$ cat src/design/bmp_pkg.sv
// Package for the binomial coefficient block: field widths, prime constants,
// multiplier operation codes and the controller/datapath command and status structs.
// Depends on nothing; every other design file imports it.
package bmp_pkg;

    localparam int BMP_IN_W    = 16;
    localparam int BMP_RES_W   = 30;
    localparam int BMP_BOUND_W = 21;
    localparam int BMP_MAX_N   = 65535;

    // The prime modulus and its reciprocal reduction constant floor(2^60 / p).
    localparam logic [BMP_RES_W-1:0] BMP_PRIME    = 30'd1000000007;
    localparam logic [BMP_RES_W-1:0] BMP_PRIME_M2 = 30'd1000000005;
    localparam logic [30:0]          BMP_MU       = 31'd1152921496;

    // Operand selection for one modular multiply; the code travels with the
    // product and picks the register that takes the result.
    typedef enum logic [2:0] {
        MUL_NUM = 3'd0,
        MUL_DEN = 3'd1,
        MUL_ACC = 3'd2,
        MUL_SQR = 3'd3,
        MUL_FIN = 3'd4
    } mul_op_t;

    typedef struct packed {
        logic    load;
        logic    k_step;
        logic    exp_init;
        logic    exp_shift;
        logic    mul_go;
        mul_op_t mul_op;
        logic    res_set;
        logic    res_one;
        logic    out_load;
    } bmp_cmd_t;

    typedef struct packed {
        logic out_of_bound;
        logic r_above_n;
        logic r_zero;
        logic k_last;
        logic exp_bit;
        logic exp_last;
        logic mul_busy;
    } bmp_status_t;

endpackage

$ cat src/design/bmp_modmul.sv
// Five-stage pipelined modular multiplier for the prime 1000000007, reducing the
// product by multiplication with a precomputed reciprocal. Depends on bmp_pkg.
module bmp_modmul
    import bmp_pkg::*;
(
    input  logic                 clk,
    input  logic                 rst_n,
    input  logic                 go,
    input  mul_op_t              op,
    input  logic [BMP_RES_W-1:0] a,
    input  logic [BMP_RES_W-1:0] b,
    output logic                 busy,
    output logic                 res_valid,
    output mul_op_t              res_op,
    output logic [BMP_RES_W-1:0] res
);

    localparam logic [31:0] Prime32  = {2'b00, BMP_PRIME};
    localparam logic [31:0] Prime2x  = {1'b0, BMP_PRIME, 1'b0};

    logic [4:0]    valid_reg;
    logic [4:0]    valid_next;
    mul_op_t       op_reg [5];

    logic [59:0]          prod_reg;
    logic [59:0]          prod_next;
    logic [61:0]          quot_reg;
    logic [61:0]          quot_next;
    logic [31:0]          xlo2_reg;
    logic [31:0]          xlo3_reg;
    logic [31:0]          qp_reg;
    logic [31:0]          qp_next;
    logic [31:0]          rem_reg;
    logic [31:0]          rem_next;
    logic [BMP_RES_W-1:0] res_reg;
    logic [BMP_RES_W-1:0] res_next;

    always_comb
    begin
        valid_next = {valid_reg[3:0], go};
        prod_next  = {30'd0, a} * {30'd0, b};
        // Estimated quotient, at most two below the true one.
        quot_next  = {31'd0, prod_reg[59:29]} * {31'd0, BMP_MU};
        qp_next    = {1'b0, quot_reg[61:31]} * Prime32;
        rem_next   = xlo3_reg - qp_reg;
        if (rem_reg >= Prime2x)
        begin
            res_next = BMP_RES_W'(rem_reg - Prime2x);
        end
        else if (rem_reg >= Prime32)
        begin
            res_next = BMP_RES_W'(rem_reg - Prime32);
        end
        else
        begin
            res_next = rem_reg[BMP_RES_W-1:0];
        end
    end

    always_ff @(posedge clk or negedge rst_n)
    begin
        if (!rst_n)
        begin
            valid_reg <= '0;
        end
        else
        begin
            valid_reg <= valid_next;
        end
    end

    always_ff @(posedge clk)
    begin
        op_reg[0] <= op;
        for (int i = 1; i < 5; i++)
        begin
            op_reg[i] <= op_reg[i-1];
        end
        prod_reg <= prod_next;
        quot_reg <= quot_next;
        xlo2_reg <= prod_reg[31:0];
        xlo3_reg <= xlo2_reg;
        qp_reg   <= qp_next;
        rem_reg  <= rem_next;
        res_reg  <= res_next;
    end

    assign busy      = |valid_reg;
    assign res_valid = valid_reg[4];
    assign res_op    = op_reg[4];
    assign res       = res_reg;

    a_res_reduced: assert property (@(posedge clk) disable iff (!rst_n)
        valid_reg[4] |-> (res_reg < BMP_PRIME))
        else $error("modular product not fully reduced");

endmodule

$ cat src/design/bmp_datapath.sv
// Datapath of the binomial block: operand registers, counters, exponent, result and
// output registers around the shared modular multiplier. Depends on bmp_pkg, bmp_modmul.
module bmp_datapath
    import bmp_pkg::*;
#(
    parameter int MAX_N = BMP_MAX_N
)
(
    input  logic                 clk,
    input  logic                 rst_n,
    input  bmp_cmd_t             cmd,
    output bmp_status_t          status,
    input  logic [BMP_IN_W-1:0]  set_size,
    input  logic [BMP_IN_W-1:0]  choose_count,
    output logic [BMP_RES_W-1:0] binomial_value
);

    localparam logic [BMP_BOUND_W-1:0] MaxBound = BMP_BOUND_W'(MAX_N);

    logic [BMP_IN_W-1:0]  n_reg;
    logic [BMP_IN_W-1:0]  n_next;
    logic [BMP_IN_W-1:0]  r_reg;
    logic [BMP_IN_W-1:0]  r_next;
    logic [BMP_IN_W-1:0]  k_reg;
    logic [BMP_IN_W-1:0]  k_next;
    logic [BMP_RES_W-1:0] num_reg;
    logic [BMP_RES_W-1:0] num_next;
    logic [BMP_RES_W-1:0] den_reg;
    logic [BMP_RES_W-1:0] den_next;
    logic [BMP_RES_W-1:0] base_reg;
    logic [BMP_RES_W-1:0] base_next;
    logic [BMP_RES_W-1:0] acc_reg;
    logic [BMP_RES_W-1:0] acc_next;
    logic [BMP_RES_W-1:0] exp_reg;
    logic [BMP_RES_W-1:0] exp_next;
    logic [BMP_RES_W-1:0] res_reg;
    logic [BMP_RES_W-1:0] res_next;
    logic [BMP_RES_W-1:0] out_reg;
    logic [BMP_RES_W-1:0] out_next;

    logic [BMP_RES_W-1:0] opa;
    logic [BMP_RES_W-1:0] opb;
    logic                 mm_busy;
    logic                 mm_valid;
    mul_op_t              mm_op;
    logic [BMP_RES_W-1:0] mm_res;

    always_comb
    begin
        case (cmd.mul_op)
            MUL_NUM:
            begin
                opa = num_reg;
                opb = BMP_RES_W'(n_reg - k_reg);
            end
            MUL_DEN:
            begin
                opa = den_reg;
                opb = BMP_RES_W'({1'b0, k_reg} + 17'd1);
            end
            MUL_ACC:
            begin
                opa = acc_reg;
                opb = base_reg;
            end
            MUL_SQR:
            begin
                opa = base_reg;
                opb = base_reg;
            end
            MUL_FIN:
            begin
                opa = num_reg;
                opb = acc_reg;
            end
            default:
            begin
                opa = '0;
                opb = '0;
            end
        endcase
    end

    bmp_modmul u_modmul (
        .clk       (clk),
        .rst_n     (rst_n),
        .go        (cmd.mul_go),
        .op        (cmd.mul_op),
        .a         (opa),
        .b         (opb),
        .busy      (mm_busy),
        .res_valid (mm_valid),
        .res_op    (mm_op),
        .res       (mm_res)
    );

    always_comb
    begin
        n_next    = cmd.load ? set_size : n_reg;
        r_next    = cmd.load ? choose_count : r_reg;
        k_next    = k_reg;
        num_next  = num_reg;
        den_next  = den_reg;
        base_next = base_reg;
        acc_next  = acc_reg;
        exp_next  = exp_reg;
        res_next  = res_reg;
        out_next  = cmd.out_load ? res_reg : out_reg;

        if (cmd.load)
        begin
            k_next   = '0;
            num_next = BMP_RES_W'(1);
            den_next = BMP_RES_W'(1);
        end
        if (cmd.k_step)
        begin
            k_next = k_reg + BMP_IN_W'(1);
        end
        if (cmd.exp_init)
        begin
            base_next = den_reg;
            acc_next  = BMP_RES_W'(1);
            exp_next  = BMP_PRIME_M2;
        end
        if (cmd.exp_shift)
        begin
            exp_next = exp_reg >> 1;
        end
        if (cmd.res_set)
        begin
            res_next = cmd.res_one ? BMP_RES_W'(1) : '0;
        end

        // Write back the product into the register its operation code names.
        if (mm_valid)
        begin
            case (mm_op)
                MUL_NUM: num_next  = mm_res;
                MUL_DEN: den_next  = mm_res;
                MUL_ACC: acc_next  = mm_res;
                MUL_SQR: base_next = mm_res;
                MUL_FIN: res_next  = mm_res;
                default: res_next  = res_reg;
            endcase
        end
    end

    always_ff @(posedge clk)
    begin
        n_reg    <= n_next;
        r_reg    <= r_next;
        k_reg    <= k_next;
        num_reg  <= num_next;
        den_reg  <= den_next;
        base_reg <= base_next;
        acc_reg  <= acc_next;
        exp_reg  <= exp_next;
        res_reg  <= res_next;
        out_reg  <= out_next;
    end

    assign status.out_of_bound = (BMP_BOUND_W'(n_reg) > MaxBound) ||
                                 (BMP_BOUND_W'(r_reg) > MaxBound);
    assign status.r_above_n    = r_reg > n_reg;
    assign status.r_zero       = r_reg == '0;
    assign status.k_last       = k_reg == (r_reg - BMP_IN_W'(1));
    assign status.exp_bit      = exp_reg[0];
    assign status.exp_last     = exp_reg[BMP_RES_W-1:1] == '0;
    assign status.mul_busy     = mm_busy;

    assign binomial_value = out_reg;

endmodule

$ cat src/design/bmp_ctrl.sv
// Controller of the binomial block: one-hot state machine sequencing the product,
// exponentiation and final multiply, plus the request handshakes. Depends on bmp_pkg.
module bmp_ctrl
    import bmp_pkg::*;
(
    input  logic        clk,
    input  logic        rst_n,
    input  logic        in_valid,
    output logic        in_ready,
    output logic        out_valid,
    input  logic        out_ready,
    input  bmp_status_t status,
    output bmp_cmd_t    cmd
);

    typedef enum logic [10:0] {
        ST_IDLE      = 11'b000_0000_0001,
        ST_CHECK     = 11'b000_0000_0010,
        ST_PROD_NUM  = 11'b000_0000_0100,
        ST_PROD_DEN  = 11'b000_0000_1000,
        ST_PROD_WAIT = 11'b000_0001_0000,
        ST_EXP_ACC   = 11'b000_0010_0000,
        ST_EXP_SQR   = 11'b000_0100_0000,
        ST_EXP_WAIT  = 11'b000_1000_0000,
        ST_FINAL     = 11'b001_0000_0000,
        ST_FIN_WAIT  = 11'b010_0000_0000,
        ST_DONE      = 11'b100_0000_0000
    } state_t;

    state_t state_reg;
    state_t state_next;
    logic   out_valid_reg;
    logic   out_valid_next;
    logic   out_free;

    assign out_free = !out_valid_reg || out_ready;

    always_comb
    begin
        state_next = state_reg;
        cmd        = '0;
        cmd.mul_op = MUL_NUM;
        in_ready   = 1'b0;

        unique case (state_reg)
            ST_IDLE:
            begin
                in_ready = 1'b1;
                if (in_valid)
                begin
                    cmd.load   = 1'b1;
                    state_next = ST_CHECK;
                end
            end
            ST_CHECK:
            begin
                if (status.out_of_bound || status.r_above_n)
                begin
                    cmd.res_set = 1'b1;
                    state_next  = ST_DONE;
                end
                else if (status.r_zero)
                begin
                    cmd.res_set = 1'b1;
                    cmd.res_one = 1'b1;
                    state_next  = ST_DONE;
                end
                else
                begin
                    state_next = ST_PROD_NUM;
                end
            end
            ST_PROD_NUM:
            begin
                cmd.mul_go = 1'b1;
                cmd.mul_op = MUL_NUM;
                state_next = ST_PROD_DEN;
            end
            ST_PROD_DEN:
            begin
                cmd.mul_go = 1'b1;
                cmd.mul_op = MUL_DEN;
                state_next = ST_PROD_WAIT;
            end
            ST_PROD_WAIT:
            begin
                if (!status.mul_busy)
                begin
                    if (status.k_last)
                    begin
                        cmd.exp_init = 1'b1;
                        state_next   = ST_EXP_ACC;
                    end
                    else
                    begin
                        cmd.k_step = 1'b1;
                        state_next = ST_PROD_NUM;
                    end
                end
            end
            ST_EXP_ACC:
            begin
                cmd.mul_go = status.exp_bit;
                cmd.mul_op = MUL_ACC;
                state_next = ST_EXP_SQR;
            end
            ST_EXP_SQR:
            begin
                cmd.mul_go = 1'b1;
                cmd.mul_op = MUL_SQR;
                state_next = ST_EXP_WAIT;
            end
            ST_EXP_WAIT:
            begin
                if (!status.mul_busy)
                begin
                    cmd.exp_shift = 1'b1;
                    state_next    = status.exp_last ? ST_FINAL : ST_EXP_ACC;
                end
            end
            ST_FINAL:
            begin
                cmd.mul_go = 1'b1;
                cmd.mul_op = MUL_FIN;
                state_next = ST_FIN_WAIT;
            end
            ST_FIN_WAIT:
            begin
                if (!status.mul_busy)
                begin
                    state_next = ST_DONE;
                end
            end
            ST_DONE:
            begin
                if (out_free)
                begin
                    cmd.out_load = 1'b1;
                    state_next   = ST_IDLE;
                end
            end
            default:
            begin
                state_next = ST_IDLE;
            end
        endcase
    end

    always_comb
    begin
        out_valid_next = out_valid_reg;
        if (out_valid_reg && out_ready)
        begin
            out_valid_next = 1'b0;
        end
        if (cmd.out_load)
        begin
            out_valid_next = 1'b1;
        end
    end

    always_ff @(posedge clk or negedge rst_n)
    begin
        if (!rst_n)
        begin
            state_reg     <= ST_IDLE;
            out_valid_reg <= 1'b0;
        end
        else
        begin
            state_reg     <= state_next;
            out_valid_reg <= out_valid_next;
        end
    end

    assign out_valid = out_valid_reg;

    a_idle_pipe_empty: assert property (@(posedge clk) disable iff (!rst_n)
        (state_reg == ST_IDLE) |-> !status.mul_busy)
        else $error("multiplier still busy while idle");

    a_done_loads_output: assert property (@(posedge clk) disable iff (!rst_n)
        (state_reg == ST_DONE && out_free) |=> (out_valid_reg && state_reg == ST_IDLE))
        else $error("finished result not presented");

    a_no_overwrite: assert property (@(posedge clk) disable iff (!rst_n)
        cmd.out_load |-> out_free)
        else $error("output register overwritten before it was taken");

endmodule

$ cat src/design/binomial_mod_prime_top.sv
// When r is 0, r exceeds n or a field is out of bound, the result is set without any multiply.
// Otherwise each of the r product steps and each of the 30 exponent steps waits out the
// 5-stage modular multiplier, which is the single arithmetic unit.
// Throughput: one request at a time; the next request is taken once the previous result has
// moved into the output register, even while that result still waits for out_ready.
// Reset: rst_n asynchronous, active low; clears the state machine and the output valid flag.
module binomial_mod_prime_top
    import bmp_pkg::*;
#(
    parameter int MAX_N = BMP_MAX_N
)
(
    input  logic                 clk,
    input  logic                 rst_n,
    input  logic                 in_valid,
    output logic                 in_ready,
    input  logic [BMP_IN_W-1:0]  set_size,
    input  logic [BMP_IN_W-1:0]  choose_count,
    output logic                 out_valid,
    input  logic                 out_ready,
    output logic [BMP_RES_W-1:0] binomial_value
);

    // The controller sequences the work and owns both handshakes; the datapath holds the
    // falling product, the factorial, the modular inverse exponentiation registers and the
    // result. Every multiply goes through one pipelined reciprocal-reduction multiplier
    // modulo 1000000007, and the controller waits for it to drain before issuing the next
    // dependent pair.
    bmp_cmd_t    cmd;
    bmp_status_t status;

    bmp_ctrl u_ctrl (
        .clk       (clk),
        .rst_n     (rst_n),
        .in_valid  (in_valid),
        .in_ready  (in_ready),
        .out_valid (out_valid),
        .out_ready (out_ready),
        .status    (status),
        .cmd       (cmd)
    );

    // The bound check against MAX_N happens in the datapath right after the request is
    // captured; an out-of-bound request simply yields zero.
    bmp_datapath #(
        .MAX_N (MAX_N)
    ) u_datapath (
        .clk            (clk),
        .rst_n          (rst_n),
        .cmd            (cmd),
        .status         (status),
        .set_size       (set_size),
        .choose_count   (choose_count),
        .binomial_value (binomial_value)
    );

endmodule

$ cat config.mk
export PLATFORM = sky130hd
export DESIGN_NAME = binomial_mod_prime_top
export DESIGN_NICKNAME = d
export VERILOG_FILES = /design/src/design/bmp_pkg.sv /design/src/design/bmp_modmul.sv /design/src/design/bmp_datapath.sv /design/src/design/bmp_ctrl.sv /design/src/design/binomial_mod_prime_top.sv
export SDC_FILE = /design/constraint.sdc
export NUM_CORES = 2
export LEC_CHECK = 0
export ABC_AREA = 1
export BUFFER_PORTS_ARGS = -buffer_cell sky130_fd_sc_hd__buf_4
export CORE_MARGIN = 2
export CORE_UTILIZATION = 35
export CTS_CLUSTER_DIAMETER = 150
export DETAILED_ROUTE_END_ITERATION = 10
export SKIP_CTS_REPAIR_TIMING = 1
export SLEW_MARGIN = 20
export SYNTH_ARGS = -nofsm -noshare
export SYNTH_HDL_FRONTEND = slang
export SYNTH_SLANG_ARGS = --single-unit
export TNS_END_PERCENT = 30
$ cat constraint.sdc
create_clock -name clk -period 10.11 [get_ports clk]
set_clock_uncertainty 0.1 [all_clocks]
set_input_delay 2.022 -clock clk [delete_from_list [all_inputs] [get_ports clk]]
set_output_delay 2.022 -clock clk [all_outputs]
set_load 0.03 [all_outputs]
==> metrics.md <==
| Metric | Value |
|---|---|
| Outcome | completed |
| Chip height | 466.2 µm |
| HP Start | u_datapath.u_modmul.xlo2_reg[25] |
| Synth Area in Adders | 0.4670 |
| Crit end category | register |
| CP Launch Type | register |
| Hpwl dp | ~190 mm |
| Clk root buf | clkbuf_16 |
| Worst Hold Class | reg2reg |
| Reg2Reg Depth | 36 |
| Worst path most repeated cell | fa_1 |
| Die ar. | around 220000 µm² |
| Synth top area share | 0.3280 |
| DRC violations left | 0 |
| Max Clk Rate | 0.1010 GHz |
| CTS tree | done |
| 1st-iter DRT viols | 3981 |
| RSZ-0062 raised after global routing | true |
| Period utilisation layout | 0.9791 |
| Final antenna-violating net count | 0 |
| Max reg flops | 60 |
| CORE AREA | 212300 µm² |
| Fraction of layout cells with a size suffix above 1 | 0.05010 |
| Io pins | 68 |
| Gate Count Post-Synth | 8869 |
| CTS sink cnt | 539 |
| Final Hold Vio Count | 0 |
| FF+latch count, synth | 539 |
| Critical Path Max Stage Delay | 0.62 ns |
| Grt total ovfl | 0 |
| Skew-Pair Late Insertion Delay | 0.68 ns |
| Rel. slew slack | 0.2740 |
| Maxcap violations | 0 |
| Clock Tree Buf Depth | 3 |
| Crit path required time | 10.55 ns |
| Crit path DAT | slightly above 10 ns |
| WS Path Type | reg2reg |
| Std cell rows | 169 |
| Worst Max-Slew Pin Slew | 1.088 ns |
| Setup TNS | 0 ns |
| Antenna violations before repair | 1 |
| Synth cell count leaders | inv_1 (2275), nand2_1 (1715), fa_1 (1225), ha_1 (831), nor2_1 (462) |
| Main synth FF type | dfxtp_1 |
| Crit path from | u_ctrl.state_reg[0] |
| Synth warn | 0 |
| Area delta synth->final | 8.244% |
| Largest family of logic cells by synthesized area | adder cells |
| Count leader, synth | inv_1 |
| I/O Buffers | 67 |
| Async set or reset register ratio after synthesis | 0.03154 |
| Hold Crit Depth | 0 |
| DR WL/cell | 18.77 µm |
| Avg Inst Size Synth | 8.431 µm² |
| Synthesized net count | 10.96k |
| Buf+Inv Stages, Crit Path | 9 |
| H-Tree Depth | 3 |
| Seq/Total Area, Yosys | 0.1638 |
| Register clock-pin slew on the reported worst setup and hold paths | around 0.06 ns |
| Reg2Reg Launch Point | u_ctrl.state_reg[0] |
| Final WL | between 200 and 250 mm |
| Most area-consuming cells after synthesis | fa_1 (33%), ha_1 (14%), inv_1 (11%) |
| Post-Synth XOR/XNOR Area | 0.02565 |
| Worst reg2reg endpoint | u_datapath.u_modmul.prod_reg[51] |
| Flop2flop setup slack | 0.21 ns |
| Compound-Gate Fraction of Synth Area | 0.06129 |
| Vias in the first global route | 60.67k |
| Final Max Slew Viols | 0 |
| Final nets | between 10k and 15k |
| Mux contribution to synthesized area | 0 |
| CP Max Fanout | 12 |
| Via count | between 50k and 60k |
| Post-synthesis simple-gate area fraction | 0.1496 |
| Drt via density | 4.894 |
| WP depth | 36 |
| Post-synthesis cell area | 74780 µm² |
| Largest area contributor in the netlist | fa_1 |
| Initial Util | 0.3522 |
| Total GRT Usage | 0.2058 |
| First-pass GRT wire length | 349.6 mm |
| Gpl congestion | between 0.9 and 1 |
| Hold Path End | u_datapath.u_modmul.xlo3_reg[25] |
| Die X | 466.2 µm |
| Largest net degree at the start of global routing | 62 |
| Crit-path slowest cell | fa_1 |
| Crit path time final | 9.899 ns |
| TritonCTS Buffers | 66 |
| Post-synth EDFFs | 137 |
| Top delay family on crit path | adder cells |
| Final setup viols | 0 |
| DR pass1 iterations | 6 |
| Synth unique cells | 60 |
[layout make-up]
| type | instances | area (µm²) |
|---|---|---|
| tap | 2821 | 3530 |
| antenna | 1 | 2.502 |
| fill | 21679 | 131400 |
| inverter | 2334 | 8766 |
| timing repair buffer | 190 | 1451 |
| sequential | 539 | 12250 |
| multi-input combinational | 5759 | 52710 |
| clock buffer | 78 | 1758 |
| clock inverter | 43 | 474.2 |
[kinds of logic (layout without fill, tap and decap cells)]
kind of cell,Yosys count,count (layout)
flip-flops,539,539
other,0,1
XOR/XNOR,219,219
AO/OA/AOI/OAI,763,763
AND/OR/NAND/NOR,2720,2721
adder cells (fa/ha/maj),2056,2056
buffers and inverters,2572,2645
[worst reg2reg max path: cells and delay by family (launching register included)]
family	cells	cell delay, ns
xor+xnor	1	0.28
buf+inv	9	1.32
simple gates	14	2.38
fa+ha+maj	9	4.41
compound gates	3	0.72
flops	1	0.54
[metal layers]
metal / track usage / share of wire
met5: 0 / 0.000059
met4: 0.07213 / 0.041
met3: 0.02331 / 0.056
met2: 0.3417 / 0.47
met1: 0.2772 / 0.44
[cells in the final DEF (no fill, tap or decap), types with 42 or more instances in the layout]
cell type     n
xor2_1      159
nor2_1      459
inv_1      2275
nand3_1     323
ha_1        831
nand2_1    1714
inv_2        55
a31oi_1      42
edfxtp_1    137
dfxtp_1     385
nor3_1       50
fa_1       1225
clkbuf_16    67
xnor2_1      60
o21ai_0     265
nand4_1      64
a21oi_1     245
buf_4       188
[stage by stage]
stage / cell area, µm² / setup WS (ns) / hold WS (ns) / utilization / std cells
4_1_cts: 80920 / 0.1216 / 0.2185 / 0.3811 / 11763
5_1_grt: 80940 / -0.05137 / 0.2224 / 0.3812 / 11764
3_5_place_dp: 78680 / 0.2707 / 0.2121 / 0.3706 / 11642
6_report: 80940 / 0.2111 / 0.2202 / 0.3813 / 11765
3_3_place_gp: 78680 / 0.2049 / 0.2110 / 0.3706 / 11642
2_1_floorplan: 74780 / 2.049 / 0.2096 / - / 8869
[worst max-delay path by stage]
stage / end / slack, ns
finish: u_datapath.u_modmul.prod_reg[51] / 0.21
global placement: u_datapath.u_modmul.prod_reg[51] / 0.20
detailed placement: u_datapath.u_modmul.prod_reg[51] / 0.27
floorplan: u_datapath.u_modmul.prod_reg[49] / 2.05
CTS: u_datapath.u_modmul.prod_reg[51] / 0.12
global route: u_datapath.u_modmul.prod_reg[32] / -0.05
Power is not shown: default switching activity piles up to over one toggle a cycle in this logic, so the estimate is an artifact.
